## src/sv/radar_uart_frame_receiver_macros.svh

```systemverilog
// assertion macros shared by the frame receiver rtl
// expects clk and rst_n in the scope of use
`ifndef RADAR_UART_FRAME_RECEIVER_MACROS_SVH
`define RADAR_UART_FRAME_RECEIVER_MACROS_SVH

// same-cycle implication, checked out of reset
`define RUF_ASSERT_IMPLIES(name, pre, post, msg) \
    name: assert property (@(posedge clk) disable iff (!rst_n) (pre) |-> (post)) \
        else $error(msg);

// next-cycle implication, checked out of reset
`define RUF_ASSERT_NEXT(name, pre, post, msg) \
    name: assert property (@(posedge clk) disable iff (!rst_n) (pre) |=> (post)) \
        else $error(msg);

`endif

```

## src/sv/ruf_pkg.sv

```systemverilog
// types, constants and crc step for the framed serial receiver
// no dependencies
package ruf_pkg;

    localparam logic [7:0]  SYNC_BYTE       = 8'h55;
    localparam logic [7:0]  VERSION_HIGH    = 8'h00;
    localparam logic [7:0]  VERSION_LOW     = 8'h01;
    localparam logic [15:0] CRC_INIT        = 16'hFFFF;
    localparam logic [15:0] CRC_POLY        = 16'hA001;
    localparam logic [15:0] DEFAULT_MAX_LEN = 16'd4096;

    typedef enum logic [2:0] {
        KIND_PAYLOAD  = 3'd0,
        KIND_GOOD     = 3'd1,
        KIND_HDR_FAIL = 3'd2,
        KIND_TOO_LONG = 3'd3,
        KIND_CRC_FAIL = 3'd4
    } kind_t;

    typedef enum logic [3:0] {
        PH_HUNT    = 4'd0,
        PH_VER_H   = 4'd1,
        PH_VER_L   = 4'd2,
        PH_SEQ     = 4'd3,
        PH_OPC     = 4'd4,
        PH_LEN_H   = 4'd5,
        PH_LEN_L   = 4'd6,
        PH_HCHECK  = 4'd7,
        PH_PAYLOAD = 4'd8,
        PH_CRC_L   = 4'd9,
        PH_CRC_H   = 4'd10
    } phase_t;

    // crc16-modbus over one byte, reflected
    function automatic logic [15:0] crc_byte(input logic [15:0] crc, input logic [7:0] b);
        logic [15:0] c;
        c = crc ^ {8'h00, b};
        for (int i = 0; i < 8; i++)
        begin
            if (c[0])
                c = (c >> 1) ^ CRC_POLY;
            else
                c = c >> 1;
        end
        return c;
    endfunction

endpackage

```

## src/sv/radar_uart_frame_receiver.sv

```systemverilog
// Framed serial receiver: sync hunt, header check, payload pass-through, crc16-modbus trailer.
// One byte per clock sustained while no result is held by a stalled consumer; a byte is captured
// in the input register and is decoded from there into the output register when the output can take it.
// The input stalls only while a result is held in the output register by a stalled consumer.
// Payload bytes are delivered before the crc is known; a closing crc-fail status voids them.
// Depends on ruf_pkg and radar_uart_frame_receiver_macros.svh.
`include "radar_uart_frame_receiver_macros.svh"

module radar_uart_frame_receiver
    import ruf_pkg::*;
(
    input  logic        clk,
    input  logic        rst_n,
    input  logic        in_valid,
    output logic        in_stall,
    input  logic [7:0]  rx_byte,
    output logic        out_valid,
    input  logic        out_stall,
    output logic [2:0]  kind,
    output logic [7:0]  data_byte,
    output logic [7:0]  frame_seq,
    output logic [7:0]  frame_opcode,
    output logic [15:0] frame_length,
    output logic [15:0] message_id,
    output logic        message_id_valid,
    output logic        frame_last,
    input  logic        cfg_valid,
    output logic        cfg_ready,
    input  logic [15:0] cfg_data
);

    logic        s1_valid_reg, s1_valid_next;
    logic [7:0]  s1_byte_reg;
    logic        advance;

    logic [15:0] max_len_reg;

    phase_t      phase_reg, phase_next;
    logic [7:0]  header_sum_reg, header_sum_next;
    logic [7:0]  seq_reg, seq_next;
    logic [7:0]  opcode_reg, opcode_next;
    logic [15:0] length_reg, length_next;
    logic [15:0] count_reg, count_next;
    logic [15:0] crc_reg, crc_next;
    logic [7:0]  rcv_crc_lo_reg, rcv_crc_lo_next;
    logic [15:0] id_reg, id_next;

    logic        res_valid;
    kind_t       res_kind;
    logic [7:0]  res_data;
    logic [15:0] res_id;
    logic        res_id_valid;

    logic        out_valid_reg, out_valid_next;
    kind_t       kind_reg;
    logic [7:0]  data_reg;
    logic [7:0]  seq_out_reg;
    logic [7:0]  opcode_out_reg;
    logic [15:0] length_out_reg;
    logic [15:0] id_out_reg;
    logic        id_valid_out_reg;
    logic        last_out_reg;

    assign advance   = s1_valid_reg && (!out_valid_reg || !out_stall);
    assign in_stall  = s1_valid_reg && !advance;
    assign cfg_ready = 1'b1;

    always_comb
    begin
        if (in_valid && !in_stall)
            s1_valid_next = 1'b1;
        else if (advance)
            s1_valid_next = 1'b0;
        else
            s1_valid_next = s1_valid_reg;
    end

    always_ff @(posedge clk or negedge rst_n)
    begin
        if (!rst_n)
            s1_valid_reg <= 1'b0;
        else
            s1_valid_reg <= s1_valid_next;
    end

    always_ff @(posedge clk)
    begin
        if (in_valid && !in_stall)
            s1_byte_reg <= rx_byte;
    end

    always_ff @(posedge clk or negedge rst_n)
    begin
        if (!rst_n)
            max_len_reg <= DEFAULT_MAX_LEN;
        else if (cfg_valid && cfg_ready)
            max_len_reg <= cfg_data;
    end

    // frame decode
    always_comb
    begin
        logic [7:0]  b;
        logic [7:0]  expected;
        logic [15:0] count_inc;
        b         = s1_byte_reg;
        expected  = ~(header_sum_reg - 8'd1);
        count_inc = count_reg + 16'd1;

        phase_next      = phase_reg;
        header_sum_next = header_sum_reg;
        seq_next        = seq_reg;
        opcode_next     = opcode_reg;
        length_next     = length_reg;
        count_next      = count_reg;
        crc_next        = crc_reg;
        rcv_crc_lo_next = rcv_crc_lo_reg;
        id_next         = id_reg;

        res_valid    = 1'b0;
        res_kind     = KIND_PAYLOAD;
        res_data     = 8'h00;
        res_id       = 16'h0000;
        res_id_valid = 1'b0;

        if (phase_reg >= PH_VER_H && phase_reg < PH_HCHECK)
            header_sum_next = header_sum_reg + b;
        if (phase_reg >= PH_VER_H && phase_reg <= PH_PAYLOAD)
            crc_next = crc_byte(crc_reg, b);

        unique case (phase_reg)
            PH_HUNT:
            begin
                if (b == SYNC_BYTE)
                begin
                    phase_next      = PH_VER_H;
                    header_sum_next = b;
                    crc_next        = crc_byte(CRC_INIT, b);
                    count_next      = 16'h0000;
                    id_next         = 16'h0000;
                end
            end
            PH_VER_H:
                phase_next = (b == VERSION_HIGH) ? PH_VER_L : PH_HUNT;
            PH_VER_L:
                phase_next = (b == VERSION_LOW) ? PH_SEQ : PH_HUNT;
            PH_SEQ:
            begin
                seq_next   = b;
                phase_next = PH_OPC;
            end
            PH_OPC:
            begin
                opcode_next = b;
                phase_next  = PH_LEN_H;
            end
            PH_LEN_H:
            begin
                length_next = {b, 8'h00};
                phase_next  = PH_LEN_L;
            end
            PH_LEN_L:
            begin
                length_next = {length_reg[15:8], b};
                phase_next  = PH_HCHECK;
            end
            PH_HCHECK:
            begin
                if (b != expected)
                begin
                    phase_next = PH_HUNT;
                    res_valid  = 1'b1;
                    res_kind   = KIND_HDR_FAIL;
                end
                else if (length_reg > max_len_reg)
                begin
                    phase_next = PH_HUNT;
                    res_valid  = 1'b1;
                    res_kind   = KIND_TOO_LONG;
                end
                else
                    phase_next = (length_reg == 16'h0000) ? PH_CRC_L : PH_PAYLOAD;
            end
            PH_PAYLOAD:
            begin
                if (count_reg == 16'd0)
                    id_next = {b, 8'h00};
                else if (count_reg == 16'd1)
                    id_next = {id_reg[15:8], b};
                count_next = count_inc;
                if (count_inc == length_reg)
                    phase_next = PH_CRC_L;
                res_valid = 1'b1;
                res_kind  = KIND_PAYLOAD;
                res_data  = b;
            end
            PH_CRC_L:
            begin
                rcv_crc_lo_next = b;
                phase_next      = PH_CRC_H;
            end
            PH_CRC_H:
            begin
                phase_next = PH_HUNT;
                res_valid  = 1'b1;
                if ({b, rcv_crc_lo_reg} == crc_reg)
                begin
                    res_kind = KIND_GOOD;
                    if (length_reg >= 16'd2)
                    begin
                        res_id       = id_reg;
                        res_id_valid = 1'b1;
                    end
                end
                else
                    res_kind = KIND_CRC_FAIL;
            end
            default:
                phase_next = PH_HUNT;
        endcase
    end

    always_ff @(posedge clk or negedge rst_n)
    begin
        if (!rst_n)
        begin
            phase_reg      <= PH_HUNT;
            header_sum_reg <= 8'h00;
            seq_reg        <= 8'h00;
            opcode_reg     <= 8'h00;
            length_reg     <= 16'h0000;
            count_reg      <= 16'h0000;
            crc_reg        <= CRC_INIT;
            rcv_crc_lo_reg <= 8'h00;
            id_reg         <= 16'h0000;
        end
        else if (advance)
        begin
            phase_reg      <= phase_next;
            header_sum_reg <= header_sum_next;
            seq_reg        <= seq_next;
            opcode_reg     <= opcode_next;
            length_reg     <= length_next;
            count_reg      <= count_next;
            crc_reg        <= crc_next;
            rcv_crc_lo_reg <= rcv_crc_lo_next;
            id_reg         <= id_next;
        end
    end

    // output word register
    always_comb
    begin
        if (advance)
            out_valid_next = res_valid;
        else
            out_valid_next = out_valid_reg && out_stall;
    end

    always_ff @(posedge clk or negedge rst_n)
    begin
        if (!rst_n)
            out_valid_reg <= 1'b0;
        else
            out_valid_reg <= out_valid_next;
    end

    always_ff @(posedge clk)
    begin
        if (advance && res_valid)
        begin
            kind_reg         <= res_kind;
            data_reg         <= res_data;
            seq_out_reg      <= seq_reg;
            opcode_out_reg   <= opcode_reg;
            length_out_reg   <= length_reg;
            id_out_reg       <= res_id;
            id_valid_out_reg <= res_id_valid;
            last_out_reg     <= (res_kind != KIND_PAYLOAD);
        end
    end

    assign out_valid        = out_valid_reg;
    assign kind             = kind_reg;
    assign data_byte        = data_reg;
    assign frame_seq        = seq_out_reg;
    assign frame_opcode     = opcode_out_reg;
    assign frame_length     = length_out_reg;
    assign message_id       = id_out_reg;
    assign message_id_valid = id_valid_out_reg;
    assign frame_last       = last_out_reg;

    `RUF_ASSERT_IMPLIES(a_last_matches_kind, out_valid_reg,
        (last_out_reg == (kind_reg != KIND_PAYLOAD)), "frame_last disagrees with kind")
    `RUF_ASSERT_IMPLIES(a_id_only_on_good, out_valid_reg && id_valid_out_reg,
        (kind_reg == KIND_GOOD && length_out_reg >= 16'd2), "message id on a bad status")
    `RUF_ASSERT_IMPLIES(a_payload_in_range, phase_reg == PH_PAYLOAD,
        (length_reg != 16'h0000 && count_reg < length_reg), "payload count past length")
    `RUF_ASSERT_NEXT(a_stall_holds_phase, in_stall,
        $stable(phase_reg) && $stable(crc_reg), "frame state moved while stalled")

endmodule
```

## config.mk

```make
export PLATFORM = sky130hd
export DESIGN_NAME = radar_uart_frame_receiver
export DESIGN_NICKNAME = d
export VERILOG_FILES = /design/src/sv/ruf_pkg.sv /design/src/sv/radar_uart_frame_receiver.sv
export VERILOG_INCLUDE_DIRS = /design/src /design/src/sv
export SDC_FILE = /design/constraint.sdc
export NUM_CORES = 1
export LEC_CHECK = 0
export CAP_MARGIN = 10
export CORE_MARGIN = 5
export CORE_UTILIZATION = 45
export DETAILED_ROUTE_END_ITERATION = 8
export DONT_BUFFER_PORTS = 1
export HOLD_SLACK_MARGIN = 0.08
export SYNTH_ARGS = -nofsm -noshare
export SYNTH_HDL_FRONTEND = slang
export SYNTH_SLANG_ARGS = --single-unit
```

## constraint.sdc

```tcl
create_clock -name clk -period 4.95 [get_ports clk]
set_input_delay 0 -clock clk [delete_from_list [all_inputs] [get_ports clk]]
set_output_delay 0 -clock clk [all_outputs]
set_load 0.05 [all_outputs]
```

==> out/metrics.cfg, run 1 <==
[timing]
clock.fmax_mhz=281
setup_viol=0
fin_crit_ns=3.56
finalSetupTns_ns=0
finalHoldViolations=0
finClkSkew_ns=0.00757
slew-limit-headroom_pct=36.3
rsz0062_at_grt=false
tightestPinTransition_ns=0.954
fin_ws_ns=1.39
finalCritPeriodShare_pct=72.0
holdWs_ns=0.127
final_max_slew_viol_count=0

[clock_tree]
cts.repair.resized=0
clkLatencyLatePin_ns=0.44
cts_buffers=17
cts.clk_slew.worst_paths_ns=0.07
cts_setup_buffers=0
cts_sinks=187
clockRootBuffer=clkbuf_16
htreeDepth=4
clk_path_buf_depth=2
cts_tree=done

[route]
dr.pass1.iters=5
antenna_left=0
routed_wl_um=23100
first_iter_violations=503
drc=0
wl_per_cell_um=20.0
viasPerCell=5.70
vias=6601

[yosys]
synth_seq_cells=187
synthFlopType=dfrtp_1
yosys.area.top_type_share_pct=27.3
ys_top_cells_by_count=dfrtp_1, nand2_1, o21ai_0
synth_cell_types=65
yosysWarningCount=0
syn_area_um2=9270
synthCells=857
synth.avg_cell_area_um2=10.8
synth-simple-area-share_pct=13.9
ys_seq_area_share_pct=54.5
synth-edff-count=69
async_flop_share_pct=63.1
synthMostInstantiatedCell=dfrtp_1
synth_mux_area_share_pct=0.513
synthTopCellsByArea=dfrtp_1, edfxtp_1, xnor2_1, dfstp_2, ha_1
synth_top_family_by_area=compound AO/OA/AOI/OAI gates
synth_area_leader_cell=dfrtp_1
synth_compound_area_share_pct=14.2
synth_nets=922
synthXorXnorAreaFrac_pct=8.41
synthAdderAreaFrac_pct=4.94

[placed_design]
dp_hpwl_um=15900
post-place-ws_ns=1.39
gp_congestion=0.909
numPortBuffers=0

[worst_setup_path]
rr_startpoint=max_len_reg[12]$_DFFE_PN1P_
required_ns=5.02
path_class=flop to flop
critPathLaunch=max_len_reg[12]$_DFFE_PN1P_
crit_fanout=45
start_kind=flop
crit_arrival_ns=3.64
cp-end-kind=flop

[floorplanning]
die_width_um=153
dieHeight_um=153
ios=93
initial_core_util_pct=45.8
placementRows=52
die_area_um2=23600
core_um2=20200

[grt]
grt_usage_pct=19.5
grt_pass1_wl_um=36400
gr-total-overflow=0
antenna_found_initial=0
grt_pass1_vias=6516
grt_max_degree=119

[cells_and_area]
drive_above_1_share_pct=8.22
final.fill_count=1768
multi_input_area_um2=3890
nets=940
final-seq-area_um2=5050
antenna_cells=0
syn_to_final_growth_pct=12.7

[power]
power_frac_comb_pct=28.4
sw_frac_of_total_pct=32.3
p_sw_mw=1.59
cellPowerDensity_nw_per_um2=471
ir_worst_vdd_mv=0.257
clockPowerShare_pct=29.6
leakagePower_nw=4.20
intPower_mw=3.33
power_mw=4.92
pwr-share-seq_pct=42.0

[worst_hold_path]
min-delay-start=out_stall
hold_path.class=input port to flop

[job]
max_cap_violations=0

[outcome]
status=finished, final reports clean

## final timing paths
kind / end / slack (ns) / depth (start not counted)
min: header_sum_reg[6]$_DFFE_PN0P_ / 0.13 / 3
min reg2reg: frame_seq[5]$_DFFE_PP_ / 0.45 / 0
max: kind[1]$_DFFE_PP_ / 1.39 / 10
min in group asynchronous: max_len_reg[13]$_DFFE_PN0P_ / 0.15 / 2
max reg2reg: kind[1]$_DFFE_PP_ / 1.39 / 10
max in group asynchronous: opcode_reg[6]$_DFFE_PN0P_ / 4.29 / 2
## through the flow
stage,cells,cell area [um^2],utilization (%)
global route,1158,10400,51.6
finish,1158,10400,51.6
floorplan,857,9270,-
detailed placement,1096,9490,46.9
CTS,1158,10400,51.6
global placement,1096,9490,46.9
## logic make-up after synthesis
| kind of cell | after synthesis |
|---|---|
| other | 1 |
| multiplexers | 4 |
| flip-flops | 187 |
| AND/OR/NAND/NOR | 260 |
| AO/OA/AOI/OAI | 206 |
| buffers and inverters | 78 |
| adder cells (fa/ha/maj) | 36 |
| XOR/XNOR | 85 |
## layout by cell type, fill, tap and decap left out, types with 6 or more instances in the layout
master	count
inv_1	35
and2_1	19
a21oi_1	28
nor4_1	11
nor3_1	13
nor2b_1	8
nand4_1	12
o31ai_1	10
and3_1	6
ha_1	35
edfxtp_1	69
and4_1	8
nand3_1	16
clkbuf_16	17
xor2_1	19
a22o_1	26
dfrtp_1	101
dlygate4sd3_1	29
xnor2_1	63
a21o_1	11
o21ai_0	79
nor2_1	45
nand2_1	100
o22a_1	8
buf_4	11
dfstp_2	17
o22ai_1	12
## worst max-delay path: stages, from the launching register on
cell and delay, ns:
dfstp_2 0.52, inv_1 0.04, ha_1 0.28, and4_1 0.22, nand4_1 0.12, a21o_1 0.17, a31oi_1 0.45, nor3_1 0.15
o22ai_1 0.20, and2_2 0.44, buf_4 0.55
## area by class of cell
class / count / share of cell area [%]
timing repair buffer: 41 / 3.84
multi-input combinational: 592 / 37.3
sequential: 187 / 48.3
tap: 270 / 3.24
clock inverter: 14 / 1.88
inverter: 36 / 1.29
clock buffer: 18 / 4.11
## power groups by stage
stage / Sequential (mW) / Clock [mW] / Combinational (mW)
after detailed placement: 2.09 / 0 / 1.33
final: 2.07 / 1.46 / 1.40
after global placement: 2.08 / 0 / 1.28
after CTS: 2.06 / 1.49 / 1.39
after floorplan: 2.00 / 0 / 1.13
after global routing: 2.09 / 1.54 / 1.55
## metal layers
| layer | vias up | global-route usage [%] | share of wire, % |
|---|---|---|---|
| li1 | 3101 | - | - |
| met1 | 3220 | 27.6 | 46 |
| met2 | 251 | 30.4 | 47 |
| met3 | 29 | 3.85 | 5.0 |
| met4 | 0 | 6.60 | 1.8 |
| met5 | - | 0 | 0 |
## repair_timing
action | in CTS | in global routing
setup endpoints to repair | 0 | 0
hold buffers | 30 | 0
endpoints found under the hold margin | 168 | 0
No activity file was read; power rests on OpenSTA's default activity.
==> run 2: changes to the inputs <==
--- a/config.mk
+++ b/config.mk
@@ -6,6 +6,7 @@
 export SDC_FILE = /design/constraint.sdc
 export NUM_CORES = 1
 export LEC_CHECK = 0
+export ABC_AREA = 1
 export CAP_MARGIN = 10
 export CORE_MARGIN = 5
 export CORE_UTILIZATION = 45
==> constraint.sdc (replaced) <==
create_clock -name clk -period 3.6 [get_ports clk]
set_input_delay 0 -clock clk [delete_from_list [all_inputs] [get_ports clk]]
set_output_delay 0 -clock clk [all_outputs]
set_load 0.05 [all_outputs]
==> out/metrics.cfg, run 2 <==
[timing]
setup_viol=0
clock.fmax_mhz=331
rsz0062_at_grt=false
holdWs_ns=0.162
finClkSkew_ns=0.0144
fin_crit_ns=3.02
slew-limit-headroom_pct=42.6
final_max_slew_viol_count=0
finalCritPeriodShare_pct=83.9
finalHoldViolations=0
fin_ws_ns=0.580
finalSetupTns_ns=0
tightestPinTransition_ns=0.859

[grt]
antenna_found_initial=0
gr-total-overflow=0
grt_usage_pct=21.1
grt_pass1_vias=7223
grt_pass1_wl_um=40500
grt_max_degree=119

[outcome]
status=finished, final reports clean

[yosys]
synth_cell_types=49
synthMostInstantiatedCell=nand2_1
synthTopCellsByArea=dfrtp_1, edfxtp_1, nand2_1, inv_1, dfstp_2
yosysWarningCount=0
syn_area_um2=9690
synthFlopType=dfrtp_1
synth-edff-count=69
synthCells=1073
ys_top_cells_by_count=nand2_1, inv_1, dfrtp_1
synth_area_leader_cell=dfrtp_1
synth.avg_cell_area_um2=9.03
synth_seq_cells=187
yosys.area.top_type_share_pct=26.1
ys_seq_area_share_pct=52.1
async_flop_share_pct=63.1
synth_nets=1138

[worst_setup_path]
path_class=flop to flop
cp-end-kind=flop
crit_arrival_ns=3.13
start_kind=flop
worst-r2r-setup-slack_ns=0.58
crit_fanout=26
required_ns=3.71

[floorplanning]
die_area_um2=24600
ios=93
dieHeight_um=157
die_width_um=157
initial_core_util_pct=46.0
core_um2=21100
placementRows=53

[job]
max_cap_violations=0

[clock_tree]
cts_sinks=187
cts_tree=done
clkLatencyLatePin_ns=0.44
cts_setup_buffers=0
cts_buffers=17
htreeDepth=4
clk_path_buf_depth=2
cts.clk_slew.worst_paths_ns=0.08
clockRootBuffer=clkbuf_16

[route]
viasPerCell=5.33
dr.pass1.iters=5
drc=0
first_iter_violations=588
vias=7458
antenna_left=0
routed_wl_um=25100
wl_per_cell_um=18.0

[placed_design]
post-place-ws_ns=0.583
gp_congestion=0.903
numPortBuffers=0
dp_hpwl_um=17700

[cells_and_area]
final_util_pct=52.0
syn_to_final_growth_pct=13.1
final_common_cell=nand2_1
antenna_cells=0
drive_above_1_share_pct=10.2
layout_common_cells=nand2_1, inv_1, dfrtp_1
nets=1175

[power]
intPower_mw=4.24
power_mw=6.72
cellPowerDensity_nw_per_um2=612
sw_frac_of_total_pct=36.8
ir_worst_vdd_mv=0.409
pwr-share-seq_pct=42.0
p_sw_mw=2.47
power_frac_comb_pct=28.4
clockPowerShare_pct=29.5
leakagePower_nw=4.78

[worst_hold_path]
hold_path.class=input port to asynchronous set/reset pin

## run 2: power groups by stage
stage                     clock (mW)  sequential [mW]  combinational, mW
final                           1.98             2.82               1.91
after global routing            2.11             2.86               2.19
after CTS                       2.01             2.82               1.90
after detailed placement           0             2.86               1.83
after global placement             0             2.86               1.81
after floorplan                    0             2.74               1.50
## run 2: final cells by class
class	count	area (um^2)
tap	275	344
multi-input combinational	715	3960
clock buffer	17	425
timing repair buffer	46	435
fill	1964	10100
sequential	187	5050
clock inverter	15	211
inverter	143	543
## run 2: cells by family after synthesis
group | Yosys count | synth area share, %
simple gates | 450 | 20.8
flops | 187 | 52.1
compound gates | 172 | 9.72
buf+inv | 171 | 7.10
xor+xnor | 55 | 5.40
fa+ha+maj | 36 | 4.72
other cells | 1 | 0.0387
mux | 1 | 0.116
## run 2: routing by layer
metal	vias to the layer above	track usage (%)	part of all wire, %
li1	3628	-	-
met4	0	6.28	2.2
met2	275	31.7	45
met1	3518	31.3	47
met3	37	3.76	5.9
met5	-	0	0
## run 2: repair_timing
item,in CTS,in global routing
endpoints found under the setup margin,0,0
hold endpoints to repair,152,0
gates resized for setup,0,0
hold buffers,29,0
## run 2: per-stage QoR
stage	cell area (um^2)	cells
detailed placement	10000	1337
global placement	10000	1337
finish	11000	1398
global route	11000	1398
CTS	11000	1398
floorplan	9690	1073
## run 2: critical path, stage by stage, from the launching register on
cell and delay (ns):
dfstp_2 0.52, inv_1 0.05, ha_1 0.27, nand2_1 0.04, nor2_1 0.14, nand4_1 0.10, inv_1 0.08, nand2_1 0.05
nand2_1 0.05, nand2_1 0.11, nand2_1 0.09, nand2_1 0.09, o21ai_0 0.11, nand2_1 0.12, inv_2 0.44, buf_4 0.41
## run 2: worst paths after layout
kind | cells after the start | to | from
max | 15 | message_id[12]$_SDFFCE_PN0P_ | max_len_reg[12]$_DFFE_PN1P_
max reg2reg | 15 | message_id[12]$_SDFFCE_PN0P_ | max_len_reg[12]$_DFFE_PN1P_
min | 2 | length_reg[15]$_DFFE_PN0P_ | rst_n
min in group clk | 1 | s1_byte_reg[2]$_DFFE_PP_ | rx_byte[2]
max in group asynchronous | 2 | phase_reg[3]$_DFFE_PN0P_ | rst_n
min reg2reg | 0 | frame_seq[3]$_DFFE_PP_ | seq_reg[3]$_DFFE_PN0P_
==> run 3: changes to the inputs <==
==> constraint.sdc (replaced) <==
create_clock -name clk -period 2.6 [get_ports clk]
set_input_delay 0 -clock clk [delete_from_list [all_inputs] [get_ports clk]]
set_output_delay 0 -clock clk [all_outputs]
set_load 0.05 [all_outputs]
==> out/metrics.cfg, run 3 (synthesized netlist as in run 2, its figures left out) <==
[power]
leakagePower_nw=4.93
clockPowerShare_pct=29.2
pwr-share-seq_pct=41.6
cellPowerDensity_nw_per_um2=827
power_frac_comb_pct=29.2
sw_frac_of_total_pct=36.1
power_mw=9.31
intPower_mw=5.95
p_sw_mw=3.36
ir_worst_vdd_mv=0.428

[worst_setup_path]
start_kind=flop
rr_endpoint=message_id[6]$_SDFFCE_PN0P_
required_ns=2.81
rr_startpoint=header_sum_reg[1]$_DFFE_PN0P_
slowest_delay_ns=0.41
cp_common_cell=nand2_1
ff2ff_path_depth=16
cp_slowest_cell=dfrtp_1
cp_num_buf_inv=5
cp_top_family=simple AND/OR/NAND/NOR gates
worst-r2r-setup-slack_ns=0.05
cp_cell_sequence=inv_2 > ha_4 > inv_1 > nor2_1 > nor3_1 > nand3_1 > nor2_1 > nand3b_1 > nor2_2 > nand2_1 > nand2_1 > o21ai_1 > nand2_1 > clkinvlp_4 > buf_4 > buf_6
crit_arrival_ns=2.76
cp-end-kind=flop
crit_fanout=6
path_class=flop to flop

[cells_and_area]
antenna_cells=0
nets=1207
final_common_cell=nand2_1
final_util_pct=53.4
layout_common_cells=nand2_1, inv_1, dfrtp_1
final_cell_count_no_fill=1430
final_area_um2=11300
drive_above_1_share_pct=13.2
syn_to_final_growth_pct=16.2

[grt]
grt_max_degree=119
grt_usage_pct=20.4
grt_pass1_wl_um=39100
gr-total-overflow=0
antenna_found_initial=0
grt_pass1_vias=7120

[floorplanning]
dieHeight_um=157
die_width_um=157
core_um2=21100
placementRows=53
initial_core_util_pct=46.0
ios=93
die_area_um2=24600

[route]
drc=0
first_iter_violations=501
dr.pass1.iters=5
wl_per_cell_um=17.3
antenna_left=0
viasPerCell=5.24
routed_wl_um=24800
vias=7499

[timing]
finalCritPeriodShare_pct=98.0
finClkSkew_ns=0.0165
fin_crit_ns=2.55
tightestPinTransition_ns=0.901
holdWs_ns=-0.750
finalSetupTns_ns=0
final_max_slew_viol_count=0
clock.fmax_mhz=392
rsz0062_at_grt=true
finalHoldViolations=118
setup_viol=0
slew-limit-headroom_pct=39.7

[placed_design]
placed_area_um2=10200
gp_congestion=0.876
dp_hpwl_um=17700
numPortBuffers=0
dpl.cell_count=1360

[clock_tree]
htreeDepth=4
clockRootBuffer=clkbuf_16
hold_buffers=29
cts_buffers=17
cts.clk_slew.worst_paths_ns=0.09
cts_tree=done
cts_sinks=187
clkLatencyLatePin_ns=0.45
clk_path_buf_depth=2

[worst_hold_path]
hold_path.class=input port to asynchronous set/reset pin

[outcome]
violations=hold timing
status=finished, violations left

[job]
max_cap_violations=0

==> run 3: worst register-to-register path: cells and delay by family, from the launching register on <==
family / cells / cell delay (ns)
flip-flops: 1 / 0.41
buffers and inverters: 5 / 0.72
AND/OR/NAND/NOR: 9 / 0.93
AO/OA/AOI/OAI: 1 / 0.06
adder cells (fa/ha/maj): 1 / 0.21
==> run 3: power by group through the flow <==
stage,sequential [mW],clock (mW),combinational [mW]
floorplan,3.79,0,2.10
global placement,3.92,0,2.58
detailed placement,3.93,0,2.62
CTS,3.87,2.76,2.68
global route,3.92,2.88,3.08
finish,3.87,2.72,2.72
==> run 3: metal layers <==
metal / share of wire [%] / global-route usage [%] / vias to the layer above
li1: - / - / 3689
met1: 48 / 30.0 / 3542
met2: 45 / 31.1 / 238
met3: 5.6 / 4.09 / 30
met4: 1.4 / 5.00 / 0
met5: 0 / 0 / -
==> run 3: area by class of cell <==
cell class / instances / area (um^2)
Clock buffer: 17 / 425
Clock inverter: 15 / 201
Fill cell: 1908 / 9830
Inverter: 143 / 548
Multi-Input combinational cell: 715 / 3980
Sequential cell: 187 / 5050
Tap cell: 275 / 344
Timing Repair Buffer: 78 / 713
==> run 3: worst max-delay path by stage <==
stage / start / end / slack, ns / depth (start not counted)
floorplan: header_sum_reg[1]$_DFFE_PN0P_ / data_byte[0]$_SDFFCE_PN0P_ / -0.22 / 13
global placement: max_len_reg[12]$_DFFE_PN1P_ / frame_seq[5]$_DFFE_PP_ / 0.20 / 15
detailed placement: max_len_reg[12]$_DFFE_PN1P_ / frame_seq[7]$_DFFE_PP_ / 0.14 / 15
CTS: max_len_reg[12]$_DFFE_PN1P_ / message_id[3]$_SDFFCE_PN0P_ / 0.13 / 15
global route: max_len_reg[12]$_DFFE_PN1P_ / frame_length[3]$_DFFE_PP_ / -0.04 / 15
finish: header_sum_reg[1]$_DFFE_PN0P_ / message_id[6]$_SDFFCE_PN0P_ / 0.05 / 16
==> run 3: through the flow <==
| stage | setup WS [ns] | hold WS, ns |
|---|---|---|
| global route | -0.0384 | -0.775 |
| floorplan | -0.223 | -0.296 |
| CTS | 0.134 | -0.769 |
| detailed placement | 0.139 | -0.289 |
| finish | 0.0511 | -0.750 |
| global placement | 0.201 | -0.289 |
==> run 3: what timing repair did <==
item,in CTS,in global routing
hold endpoints to repair,152,118
buffers inserted,0,6
setup endpoints to repair,0,50
gates resized for setup,0,4
